## src/rtl/core/kscg_queue.sv

```systemverilog
// kscg_queue: two-entry queue between the front and back pipelines
// depends on nothing
module kscg_queue #(
	parameter int WIDTH = 32
) (
	input  logic             clk,
	input  logic             arst_n,
	input  logic             in_valid,
	output logic             in_ready,
	input  logic [WIDTH-1:0] in_data,
	output logic             out_valid,
	input  logic             out_ready,
	output logic [WIDTH-1:0] out_data
);
	logic [WIDTH-1:0] mem_q [2];
	logic             wr_ptr_q, rd_ptr_q;
	logic [1:0]       cnt_q;
	logic             push, pop;

	assign in_ready  = (cnt_q != 2'd2);
	assign out_valid = (cnt_q != 2'd0);
	assign push      = in_valid && in_ready;
	assign pop       = out_valid && out_ready;
	assign out_data  = mem_q[rd_ptr_q];

	always_ff @(posedge clk or negedge arst_n) begin
		if (!arst_n) begin
			wr_ptr_q <= 1'b0;
			rd_ptr_q <= 1'b0;
			cnt_q    <= 2'd0;
		end else begin
			if (push) begin
				wr_ptr_q <= !wr_ptr_q;
			end
			if (pop) begin
				rd_ptr_q <= !rd_ptr_q;
			end
			if (push && !pop) begin
				cnt_q <= cnt_q + 2'd1;
			end else if (pop && !push) begin
				cnt_q <= cnt_q - 2'd1;
			end
		end
	end

	always_ff @(posedge clk) begin
		if (push) begin
			mem_q[wr_ptr_q] <= in_data;
		end
	end

endmodule

```

## config.mk

```make
export PLATFORM = sky130hd
export DESIGN_NAME = kscg_queue
export DESIGN_NICKNAME = d
export VERILOG_FILES = /design/src/rtl/core/kscg_queue.sv
export SDC_FILE = /design/constraint.sdc
export NUM_CORES = 1
export LEC_CHECK = 0
export ABC_AREA = 0
export BUFFER_PORTS_ARGS = -buffer_cell sky130_fd_sc_hd__buf_2
export CAP_MARGIN = 30
export CORE_MARGIN = 3
export CORE_UTILIZATION = 30
export DETAILED_ROUTE_END_ITERATION = 12
export PLACE_DENSITY = 0.46
export SLEW_MARGIN = 30
export SYNTH_ARGS = -nofsm -noshare
export SYNTH_HDL_FRONTEND = slang
export SYNTH_SLANG_ARGS = --single-unit
```

## constraint.sdc

```tcl
create_clock -name clk -period 5 [get_ports clk]
set_input_delay 1 -clock clk [delete_from_list [all_inputs] [get_ports clk]]
set_output_delay 1 -clock clk [all_outputs]
set_load 0.01 [all_outputs]
```

==> results.cfg <==
[yosys]
syn_area_per_cell_sq_um = 22.5
synthTopCellsByArea = edfxtp_1, mux2_4, dfrtp_1
syn-num-nets = 155
synth_top_area_share = 0.723
synth_largest_area_cell = edfxtp_1
synth_area_sq_um = 2660
seq_area_frac_synth = 0.760
synth.distinct_cells = 16
synth_seq_cells = 68
syn_inst = 118
yosysWarnings = 0

[route]
drt_iter0_drc = 49
vias = 1314
viasPerCell = 4.27
avgRoutedWirePerCell_microns = 14.9
antenna_left = 0
drcViolationCount = 0
dr.pass1.iters = 3
wl_microns = 4590

[power]
p_leak_nw = 1.34
p_per_area_nw_per_um2 = 567
ir_worst_vdd_uv = 360

[grt]
antenna_found_initial = 0
grt_max_degree = 33
grt_pass1_vias = 1412
overflow = 0
grt_use_met3 = 0.0382
grt_pass1_wl_microns = 6910
use_met1 = 0.0981
grt_most_used_layer = met2
grtUsageTotal = 0.0938
grt_use_met2 = 0.162

[die]
die-area_sq_um = 10000
dieHeight_microns = 100
start_util = 0.316
ios = 70
rows = 33
core_area_sq_um = 8420
die_w_microns = 100

[worst_setup_path]
crit_cells = 4
worstSetupEndpointType = primary output
rr_worst_depth = 4
r2r-end = mem_q[0][29]
critPathTopFamily = flip-flops
cp_common_cell = buf_16
worst-path-buf-inv = 3
slowest_delay_ps = 600
arrival_ps = 1750
crit_path_start = rd_ptr_q
r2r_start = cnt_q[0]
startpoint_type = flop
reg2reg_slack_ps = 3350
worst_ep_required_time_ps = 4000
crit_path_top_delay_cell = dfrtp_2
crit_chain = buf_16, buf_16, mux2_4, buf_2
crit_type = reg2out
crit_path_max_fanout = 12

[cts]
cts_tree = yes
clk_latency_ps = 320
post_cts_resized = 0
cts_root_buffer = clkbuf_8
cts_setup_buffers = 0
ctsHoldBuffers = 0
clock_sinks = 68
htreeDepth = 3
clock_path_buffers = 2
path_clk_slew_ps = 70
cts_buffers = 9

[layout]
areaGrowthSynthToFinish_pct = 24.9
nNetsFinal = 235
fin_area_sq_um = 3320
diodes = 0
utilization = 0.394
drive_gt1_frac = 0.601

[min_path]
min_path_type = in2async

[sta]
final.min_clock_period_ps = 2750
timing.slew.headroom = 0.683
worstMarginPinSlew_ps = 474
finalMaxSlewViolations = 0
setup_viol = 0
finalSetupTns_ps = 0
rsz0062_at_grt = false
timing.final.crit_share = 0.549
max_freq_mhz = 364
hold_viol = 0
skew_ps = 7.29
setup_slack_ps = 2250

[placement]
dpl_worst_slack_ps = 2570
finalWeightedCongestion = 0.663
hpwl_microns = 3190
io_buffers = 69
place_area_sq_um = 3140

[run]
drv_cap = 0

[outcome]
status = finished, final reports clean
## cells in the mapped netlist, drive strengths merged
| library cell | count |
|---|---|
| and3 | 1 |
| buf | 4 |
| dfrtp | 4 |
| edfxtp | 64 |
| ha | 1 |
| inv | 1 |
| mux2 | 32 |
| nand2 | 2 |
| nand2b | 1 |
| nor2 | 2 |
| or2 | 1 |
| xnor2 | 3 |
| xor2 | 2 |
## worst register-to-register path: stages, from the launching register on
cell and delay, ps:
dfrtp_1 420, nand2b_1 160, nand2_1 140, nor2_4 410
buf_16 230
## sequential cells by signal (all words and copies together) (netlist names)
| name | flops |
|---|---|
| mem_q | 64 |
| rd_ptr_q | 1 |
| wr_ptr_q | 1 |
| cnt_q | 2 |
## worst max-delay path by stage
stage | to | slack (ps)
4_1_cts | out_data[22] | 2200
6_report | out_data[22] | 2250
3_5_place_dp | out_data[22] | 2570
3_3_place_gp | out_data[28] | 2400
5_1_grt | out_data[18] | 2160
2_1_floorplan | mem_q[0][0] | 2130
## cell families (layout without fill, tap and decap cells)
family	after synthesis	in the layout	share of synthesized area
mux	32	32	0.176
xor+xnor	5	5	0.0165
buf+inv	5	90	0.0282
flops	68	68	0.760
fa+ha+maj	1	1	0.00471
simple gates	7	7	0.0137
## stage by stage
| stage | instances | power [W] | hold slack, ps |
|---|---|---|---|
| global placement | 289 | 0.00147 | 471 |
| floorplan | 118 | 0.00132 | 456 |
| global route | 308 | 0.00199 | 451 |
| finish | 308 | 0.00188 | 468 |
| detailed placement | 291 | 0.00153 | 488 |
| CTS | 307 | 0.00191 | 450 |
## cells in the final DEF (no fill, tap or decap), drive strengths merged
cell / Yosys / final
nand2: 2 / 2
inv: 1 / 1
nor2: 2 / 2
mux2: 32 / 32
clkinv: 0 / 5
ha: 1 / 1
nand2b: 1 / 1
clkinvlp: 0 / 1
xnor2: 3 / 3
and3: 1 / 1
edfxtp: 64 / 64
clkbuf: 0 / 10
xor2: 2 / 2
dfrtp: 4 / 4
or2: 1 / 1
buf: 4 / 73
## report_power, final
part | internal, W | switching, W | total [W] | leakage, nW
combinational | 0.000369 | 0.000303 | 0.000672 | 0.613
sequential | 0.000782 | 0.0000658 | 0.000848 | 0.640
clock | 0.000175 | 0.000188 | 0.000362 | 0.0832
## layer usage
| metal | up-vias | routed length, microns | part of all wire |
|---|---|---|---|
| met4 | 0 | 70 | 0.015 |
| met1 | 639 | 1800 | 0.39 |
| li1 | 615 | - | - |
| met3 | 8 | 370 | 0.081 |
| met5 | - | 0 | 0 |
| met2 | 52 | 2350 | 0.51 |
## final cells by class
class	count	area, sq um
repair buffers	73	435
clock inverters	6	31.3
flip-flops and latches	68	2020
multi-input cells	45	569
clock buffers	10	128
well taps	105	131
fillers	817	5100
inverters	1	3.75
No activity file was read; power rests on OpenSTA's default activity.
