<file path="src/rtl/core/kscg_pkg.sv">
// kscg_pkg: shared widths and key tables for the sky gradient core
// keyframe times in half-hours and key colors in q0.16
// no dependencies
package kscg_pkg;

	localparam int TIME_W      = 16;
	localparam int POS_W       = 16;
	localparam int OUT_W       = 12;
	localparam int KEY_TBL     = 16;
	localparam int SEG_W       = 4;
	localparam int HH_W        = 6;
	localparam int KCOLOR_W    = 16;
	localparam int POS_CLAMP_W = 13;
	localparam int POS_ONE     = 4096;
	localparam int POS_SHIFT   = 12;

	// slot offsets inside a key color row
	localparam int CH_ZEN   = 0;
	localparam int CH_HOR   = 3;
	localparam int CH_COUNT = 3;
	localparam int ROW_LEN  = 6;

	typedef logic [HH_W-1:0]     hh_t;
	typedef logic [KCOLOR_W-1:0] kcolor_t;
	typedef logic [SEG_W-1:0]    seg_t;

	localparam hh_t KEY_HH [KEY_TBL] = '{
		6'd0, 6'd10, 6'd13, 6'd18, 6'd24, 6'd34, 6'd37, 6'd40, 6'd48,
		6'd0, 6'd0, 6'd0, 6'd0, 6'd0, 6'd0, 6'd0
	};

	localparam kcolor_t KEY_COLOR [KEY_TBL][ROW_LEN] = '{
		'{16'd1311,  16'd1311,  16'd3932,  16'd2621,  16'd2621,  16'd6554},
		'{16'd3932,  16'd4588,  16'd10486, 16'd13107, 16'd9175,  16'd11796},
		'{16'd19661, 16'd26214, 16'd40632, 16'd62259, 16'd36045, 16'd22938},
		'{16'd24904, 16'd38011, 16'd58982, 16'd45875, 16'd53740, 16'd62259},
		'{16'd19661, 16'd36045, 16'd62259, 16'd40632, 16'd52429, 16'd64225},
		'{16'd22282, 16'd34079, 16'd56361, 16'd52429, 16'd51118, 16'd57672},
		'{16'd15729, 16'd18350, 16'd36045, 16'd64225, 16'd31457, 16'd18350},
		'{16'd5243,  16'd5898,  16'd14418, 16'd19661, 16'd10486, 16'd14418},
		'{16'd1311,  16'd1311,  16'd3932,  16'd2621,  16'd2621,  16'd6554},
		'{16'd0, 16'd0, 16'd0, 16'd0, 16'd0, 16'd0},
		'{16'd0, 16'd0, 16'd0, 16'd0, 16'd0, 16'd0},
		'{16'd0, 16'd0, 16'd0, 16'd0, 16'd0, 16'd0},
		'{16'd0, 16'd0, 16'd0, 16'd0, 16'd0, 16'd0},
		'{16'd0, 16'd0, 16'd0, 16'd0, 16'd0, 16'd0},
		'{16'd0, 16'd0, 16'd0, 16'd0, 16'd0, 16'd0},
		'{16'd0, 16'd0, 16'd0, 16'd0, 16'd0, 16'd0}
	};

endpackage

</file>
<file path="src/rtl/core/kscg_front.sv">
// kscg_front: accepts requests, wraps the time to one day, finds the key segment
// and clamps the height; two pipeline stages
// depends on kscg_pkg
module kscg_front #(
	parameter int KEY_COUNT      = 9,
	parameter int COLOR_BITS     = 12,
	parameter int HOUR_FRAC_BITS = 8
) (
	input  logic                                 clk,
	input  logic                                 arst_n,
	input  logic                                 in_valid,
	output logic                                 in_ready,
	input  logic [kscg_pkg::TIME_W-1:0]          time_of_day,
	input  logic signed [kscg_pkg::POS_W-1:0]    height_pos,
	output logic                                 out_valid,
	input  logic                                 out_ready,
	output kscg_pkg::seg_t                       seg,
	output logic [HOUR_FRAC_BITS+4:0]            hour_off,
	output logic [COLOR_BITS:0]                  pos
);
	import kscg_pkg::*;

	localparam int LB  = HOUR_FRAC_BITS + 3;
	localparam int QB  = TIME_W - LB;
	localparam int ND  = (QB + 1) / 2;
	localparam int HW  = HOUR_FRAC_BITS + 5;
	localparam int FW  = COLOR_BITS + 1;
	localparam int PXW = POS_CLAMP_W + COLOR_BITS + 1;

	logic                   en;
	logic                   vld_s1, vld_s2;
	logic [2*ND-1:0]        hi_pad;
	logic [4:0]             dsum;
	logic [3:0]             fold1;
	logic [2:0]             fold2;
	logic [1:0]             rem3;
	logic [HW-1:0]          h_c;
	logic [POS_CLAMP_W-1:0] pcl_c;
	logic [HW-1:0]          h_s1;
	logic [POS_CLAMP_W-1:0] pcl_s1;
	seg_t                   seg_c;
	logic [HW-1:0]          lo_c;
	logic [PXW-1:0]         px_c;
	seg_t                   seg_s2;
	logic [HW-1:0]          dist_s2;
	logic [FW-1:0]          pos_s2;

	assign en       = !vld_s2 || out_ready;
	assign in_ready = en;

	// one day is 3 * 2^LB units: keep the low bits, take the high part mod 3
	// by summing base-4 digits (4 is 1 mod 3)
	always_comb begin
		hi_pad = (2*ND)'(time_of_day[TIME_W-1:LB]);
		dsum   = '0;
		for (int i = 0; i < ND; i++) begin
			dsum = dsum + 5'(hi_pad[2*i +: 2]);
		end
		fold1 = 4'(dsum[4:2]) + 4'(dsum[1:0]);
		fold2 = 3'(fold1[3:2]) + 3'(fold1[1:0]);
		rem3  = (fold2 >= 3'd3) ? 2'(fold2 - 3'd3) : fold2[1:0];
		h_c   = {rem3, time_of_day[LB-1:0]};
	end

	always_comb begin
		if (height_pos < 0) begin
			pcl_c = '0;
		end else if (height_pos > 16'sd4096) begin
			pcl_c = POS_CLAMP_W'(POS_ONE);
		end else begin
			pcl_c = height_pos[POS_CLAMP_W-1:0];
		end
	end

	// lowest segment whose closed interval holds the time wins
	always_comb begin
		seg_c = '0;
		for (int i = KEY_COUNT - 2; i >= 0; i--) begin
			if (i + 1 < KEY_TBL) begin
				if (h_s1 >= (HW'(KEY_HH[i]) << (HOUR_FRAC_BITS - 1)) &&
					h_s1 <= (HW'(KEY_HH[i+1]) << (HOUR_FRAC_BITS - 1))) begin
					seg_c = SEG_W'(i);
				end
			end
		end
		lo_c = HW'(KEY_HH[seg_c]) << (HOUR_FRAC_BITS - 1);
		px_c = ((PXW'(pcl_s1) << COLOR_BITS) + PXW'(POS_ONE / 2)) >> POS_SHIFT;
	end

	always_ff @(posedge clk or negedge arst_n) begin
		if (!arst_n) begin
			vld_s1 <= 1'b0;
			vld_s2 <= 1'b0;
		end else if (en) begin
			vld_s1 <= in_valid;
			vld_s2 <= vld_s1;
		end
	end

	always_ff @(posedge clk) begin
		if (en) begin
			h_s1    <= h_c;
			pcl_s1  <= pcl_c;
			seg_s2  <= seg_c;
			dist_s2 <= h_s1 - lo_c;
			pos_s2  <= FW'(px_c);
		end
	end

	assign out_valid = vld_s2;
	assign seg       = seg_s2;
	assign hour_off  = dist_s2;
	assign pos       = pos_s2;

endmodule

</file>
<file path="config.mk">
export PLATFORM = sky130hd
export DESIGN_NAME = kscg_front
export DESIGN_NICKNAME = d
export VERILOG_FILES = /design/src/rtl/core/kscg_pkg.sv /design/src/rtl/core/kscg_front.sv
export SDC_FILE = /design/constraint.sdc
export NUM_CORES = 1
export LEC_CHECK = 0
export BUFFER_PORTS_ARGS = -buffer_cell sky130_fd_sc_hd__buf_2
export CAP_MARGIN = 40
export CORE_MARGIN = 5
export CORE_UTILIZATION = 47
export CTS_CLUSTER_DIAMETER = 40
export DETAILED_ROUTE_END_ITERATION = 7
export PLACE_DENSITY = 0.75
export SYNTH_ARGS = -nofsm -noshare
export SYNTH_HDL_FRONTEND = slang
export SYNTH_SLANG_ARGS = --single-unit
</file>
<file path="constraint.sdc">
create_clock -name clk -period 3.6 [get_ports clk]
set_clock_uncertainty 0.05 [all_clocks]
set_input_delay 0.18 -clock clk [delete_from_list [all_inputs] [get_ports clk]]
set_output_delay 0.18 -clock clk [all_outputs]
set_load 0.005 [all_outputs]
</file>
==> results.yml <==
synthesis:
  async_flop_share_pct: 3.51
  yosys.area.top_type_share_pct: 64.0
  synth.top_cells.by_count: "edfxtp_1, inv_1, ha_1, and2_1"
  yosysTopAreaCell: "edfxtp_1"
  synth_area_leaders: "edfxtp_1, ha_1, fa_1"
  synthDistinctLibCells: 41
  avgSynthCellArea_um2: 14.8
  yosysSeqAreaShare_pct: 65.9
  yosysMostFrequentCell: "edfxtp_1"
  syn_inst: 175
  synth_area_um2: 2580
  synth_edf_count: 55
  synth-seq-cells: 57
  synth_fp_nets: 228
  ys.flop_type: "edfxtp_1"
  ys_warn_count: 0
drt:
  firstDrtPassIters: 4
  drtAntennaViolNets: 0
  remaining_drc_errors: 0
  finalWirelength_um: 4640
  via_per_inst: 4.84
  routedWlPerCell_um: 13.4
  drt_iter0_markers: 114
  via_count: 1679
finish:
  drive_above_1_share_pct: 40.4
  final_area_um2: 3460
  syn2layout_area_growth_pct: 34.1
  antennaDiodeCount: 0
  fin_nets: 323
clock_tree:
  clock-sinks: 57
  clkLatencyLatePin_ns: 0.32
  cts_tree: "done"
  clk_pin_slew_worst_paths_ns: 0.06
  cts_max_path_buffers: 2
  cts_root_buf: "clkbuf_8"
  htree_levels: 3
  cts_buffers: 9
setup_path:
  worstReg2RegEnd: "hour_off[12]"
  cpMostUsedCell: "o21a_1"
  max_stage_delay_ns: 0.42
  critPathArrivalTime_ns: 3.42
  reg2reg_depth: 15
  cp-end-kind: "register"
  regToRegStartpoint: "h_s1[6]"
  cp_cell_sequence: "nor4_4, a21oi_2, o21ai_2, a21oi_1, o21a_1, o31ai_4, ha_2, mux2i_1, ha_1, nor2b_1, o21ai_1, a21boi_1, o21a_1, nor2_1, xnor3_1"
  crit_type: "reg2reg"
  startpoint_type: "register"
  critPathSlowestCell: "edfxtp_1"
  critPathMaxFanout: 4
  worst-endpoint-required_ns: 3.62
  r2r_slack_ns: 0.20
grt:
  antenna_found_initial: 0
  grt_pass1_wl_um: 7440
  grt_max_degree: 39
  grt_overflow: 0
  grt_pass1_vias: 1634
  grt_usage_pct: 13.7
floorplan:
  die_y_um: 84.1
  rows: 27
  start_util_pct: 47.5
  ios: 68
  die_area_um2: 7080
  die_x_um: 84.1
  core_um2: 5440
sta:
  rsz0062_at_grt: "no"
  layout_setup_ws_ns: 0.203
  drv_slew: 0
  finalSetupViolCount: 0
  hold_violations: 0
  fin_crit_ns: 3.40
  fin_tns_setup_ns: 0
  fin_hold_ws_ns: 0.0364
  fmax_ghz: 0.294
  fin_crit_sh_pct: 94.4
power_and_ir_drop:
  power.leakage_nw: 1.47
  ir_worst_vdd_mv: 0.377
  p_per_area_nw_per_um2: 675
  totalPowerFinal_mw: 2.34
placed_design:
  port_buffers: 66
  hpwl_um: 3300
  gp_congestion: 0.871
  placed_area_um2: 3050
  pre_cts_slack_ns: -0.0332
hold_path:
  whs_endpoint: "vld_s1"
  hp-class: "in2reg"
  hp-start: "in_valid"
  hold_depth: 2
job:
  cap_viol_max_count: 0
status:
  status: "complete, no violations"
==> worst max-delay path, delay by kind of cell, from the launching register on <==
family | cells | cell delay, ns
compound gates | 8 | 1.27
simple gates | 3 | 0.64
fa+ha+maj | 2 | 0.51
flops | 1 | 0.42
xor+xnor | 1 | 0.21
mux | 1 | 0.06
==> routing by layer <==
layer / vias up / track usage, % / part of all wire [%]
li1: 832 / - / -
met1: 755 / 16.0 / 41
met2: 77 / 21.7 / 49
met3: 15 / 4.84 / 7.7
met4: 0 / 8.19 / 2.6
met5: - / 0 / 0
==> where the power goes <==
group / switching [mW] / internal (mW) / total (mW)
clock: 0.253 / 0.322 / 0.574
combinational: 0.419 / 0.400 / 0.819
sequential: 0.0358 / 0.908 / 0.943
total: 0.708 / 1.63 / 2.34
==> how the worst max path moves through the flow <==
| stage | from | to | slack (ns) | cells after the start |
|---|---|---|---|---|
| 6_report | h_s1[6] | hour_off[12] | 0.20 | 15 |
| 5_1_grt | h_s1[6] | hour_off[12] | 0.001 | 15 |
| 4_1_cts | h_s1[0] | hour_off[12] | 0.03 | 15 |
| 3_5_place_dp | h_s1[6] | hour_off[12] | -0.03 | 15 |
| 3_3_place_gp | h_s1[6] | hour_off[12] | 0.07 | 15 |
| 2_1_floorplan | h_s1[6] | hour_off[12] | 0.26 | 15 |
==> what timing repair did <==
action / in CTS / in global routing
hold buffers: 12 / 0
setup buffers: 1 / 1
endpoints found under the setup margin: 1 / 1
gates resized for setup: 5 / 16
pin swaps: 3 / 5
endpoints found under the hold margin: 13 / 0
gates cloned: 0 / 0
==> layout make-up <==
type,instances,area (um^2)
repair buffers,88,542
clock inverters,6,67.6
clock buffers,10,128
multi-input cells,97,871
inverters,17,63.8
fillers,416,1980
flip-flops and latches,57,1700
well taps,72,90.1
==> cells by family after synthesis <==
group | share of synthesized area [%]
multiplexers | 2.08
buffers and inverters | 3.49
flip-flops | 65.9
AND/OR/NAND/NOR | 9.84
AO/OA/AOI/OAI | 6.93
adder cells (fa/ha/maj) | 9.40
XOR/XNOR | 2.23
other | 0.145
==> layout by cell type (no fill, tap or decap), types with 3 or more instances in the layout <==
cell            n
buf_4           8
buf_2          66
a21oi_2         3
dlygate4sd3_1  12
nand2_1         7
o21a_1          3
nor2_1          5
inv_1          17
ha_1           12
nor3_1          3
mux2_2          3
and2_1         12
edfxtp_1       55
clkbuf_8        9
fa_1            4
nor4_1          3
==> through the flow <==
step	cells	utilization, %
final	347	63.7
after floorplan	175	-
after global placement	316	55.8
after global routing	347	63.7
after detailed placement	317	56.1
after CTS	346	62.3
==> registers in the layout, summed over array words and instances (netlist names) <==
signal,flops
out_valid,1
vld_s1,1
seg,3
pos,13
hour_off,13
pcl_s1,13
h_s1,13
Power figures use the tool's default switching activity.
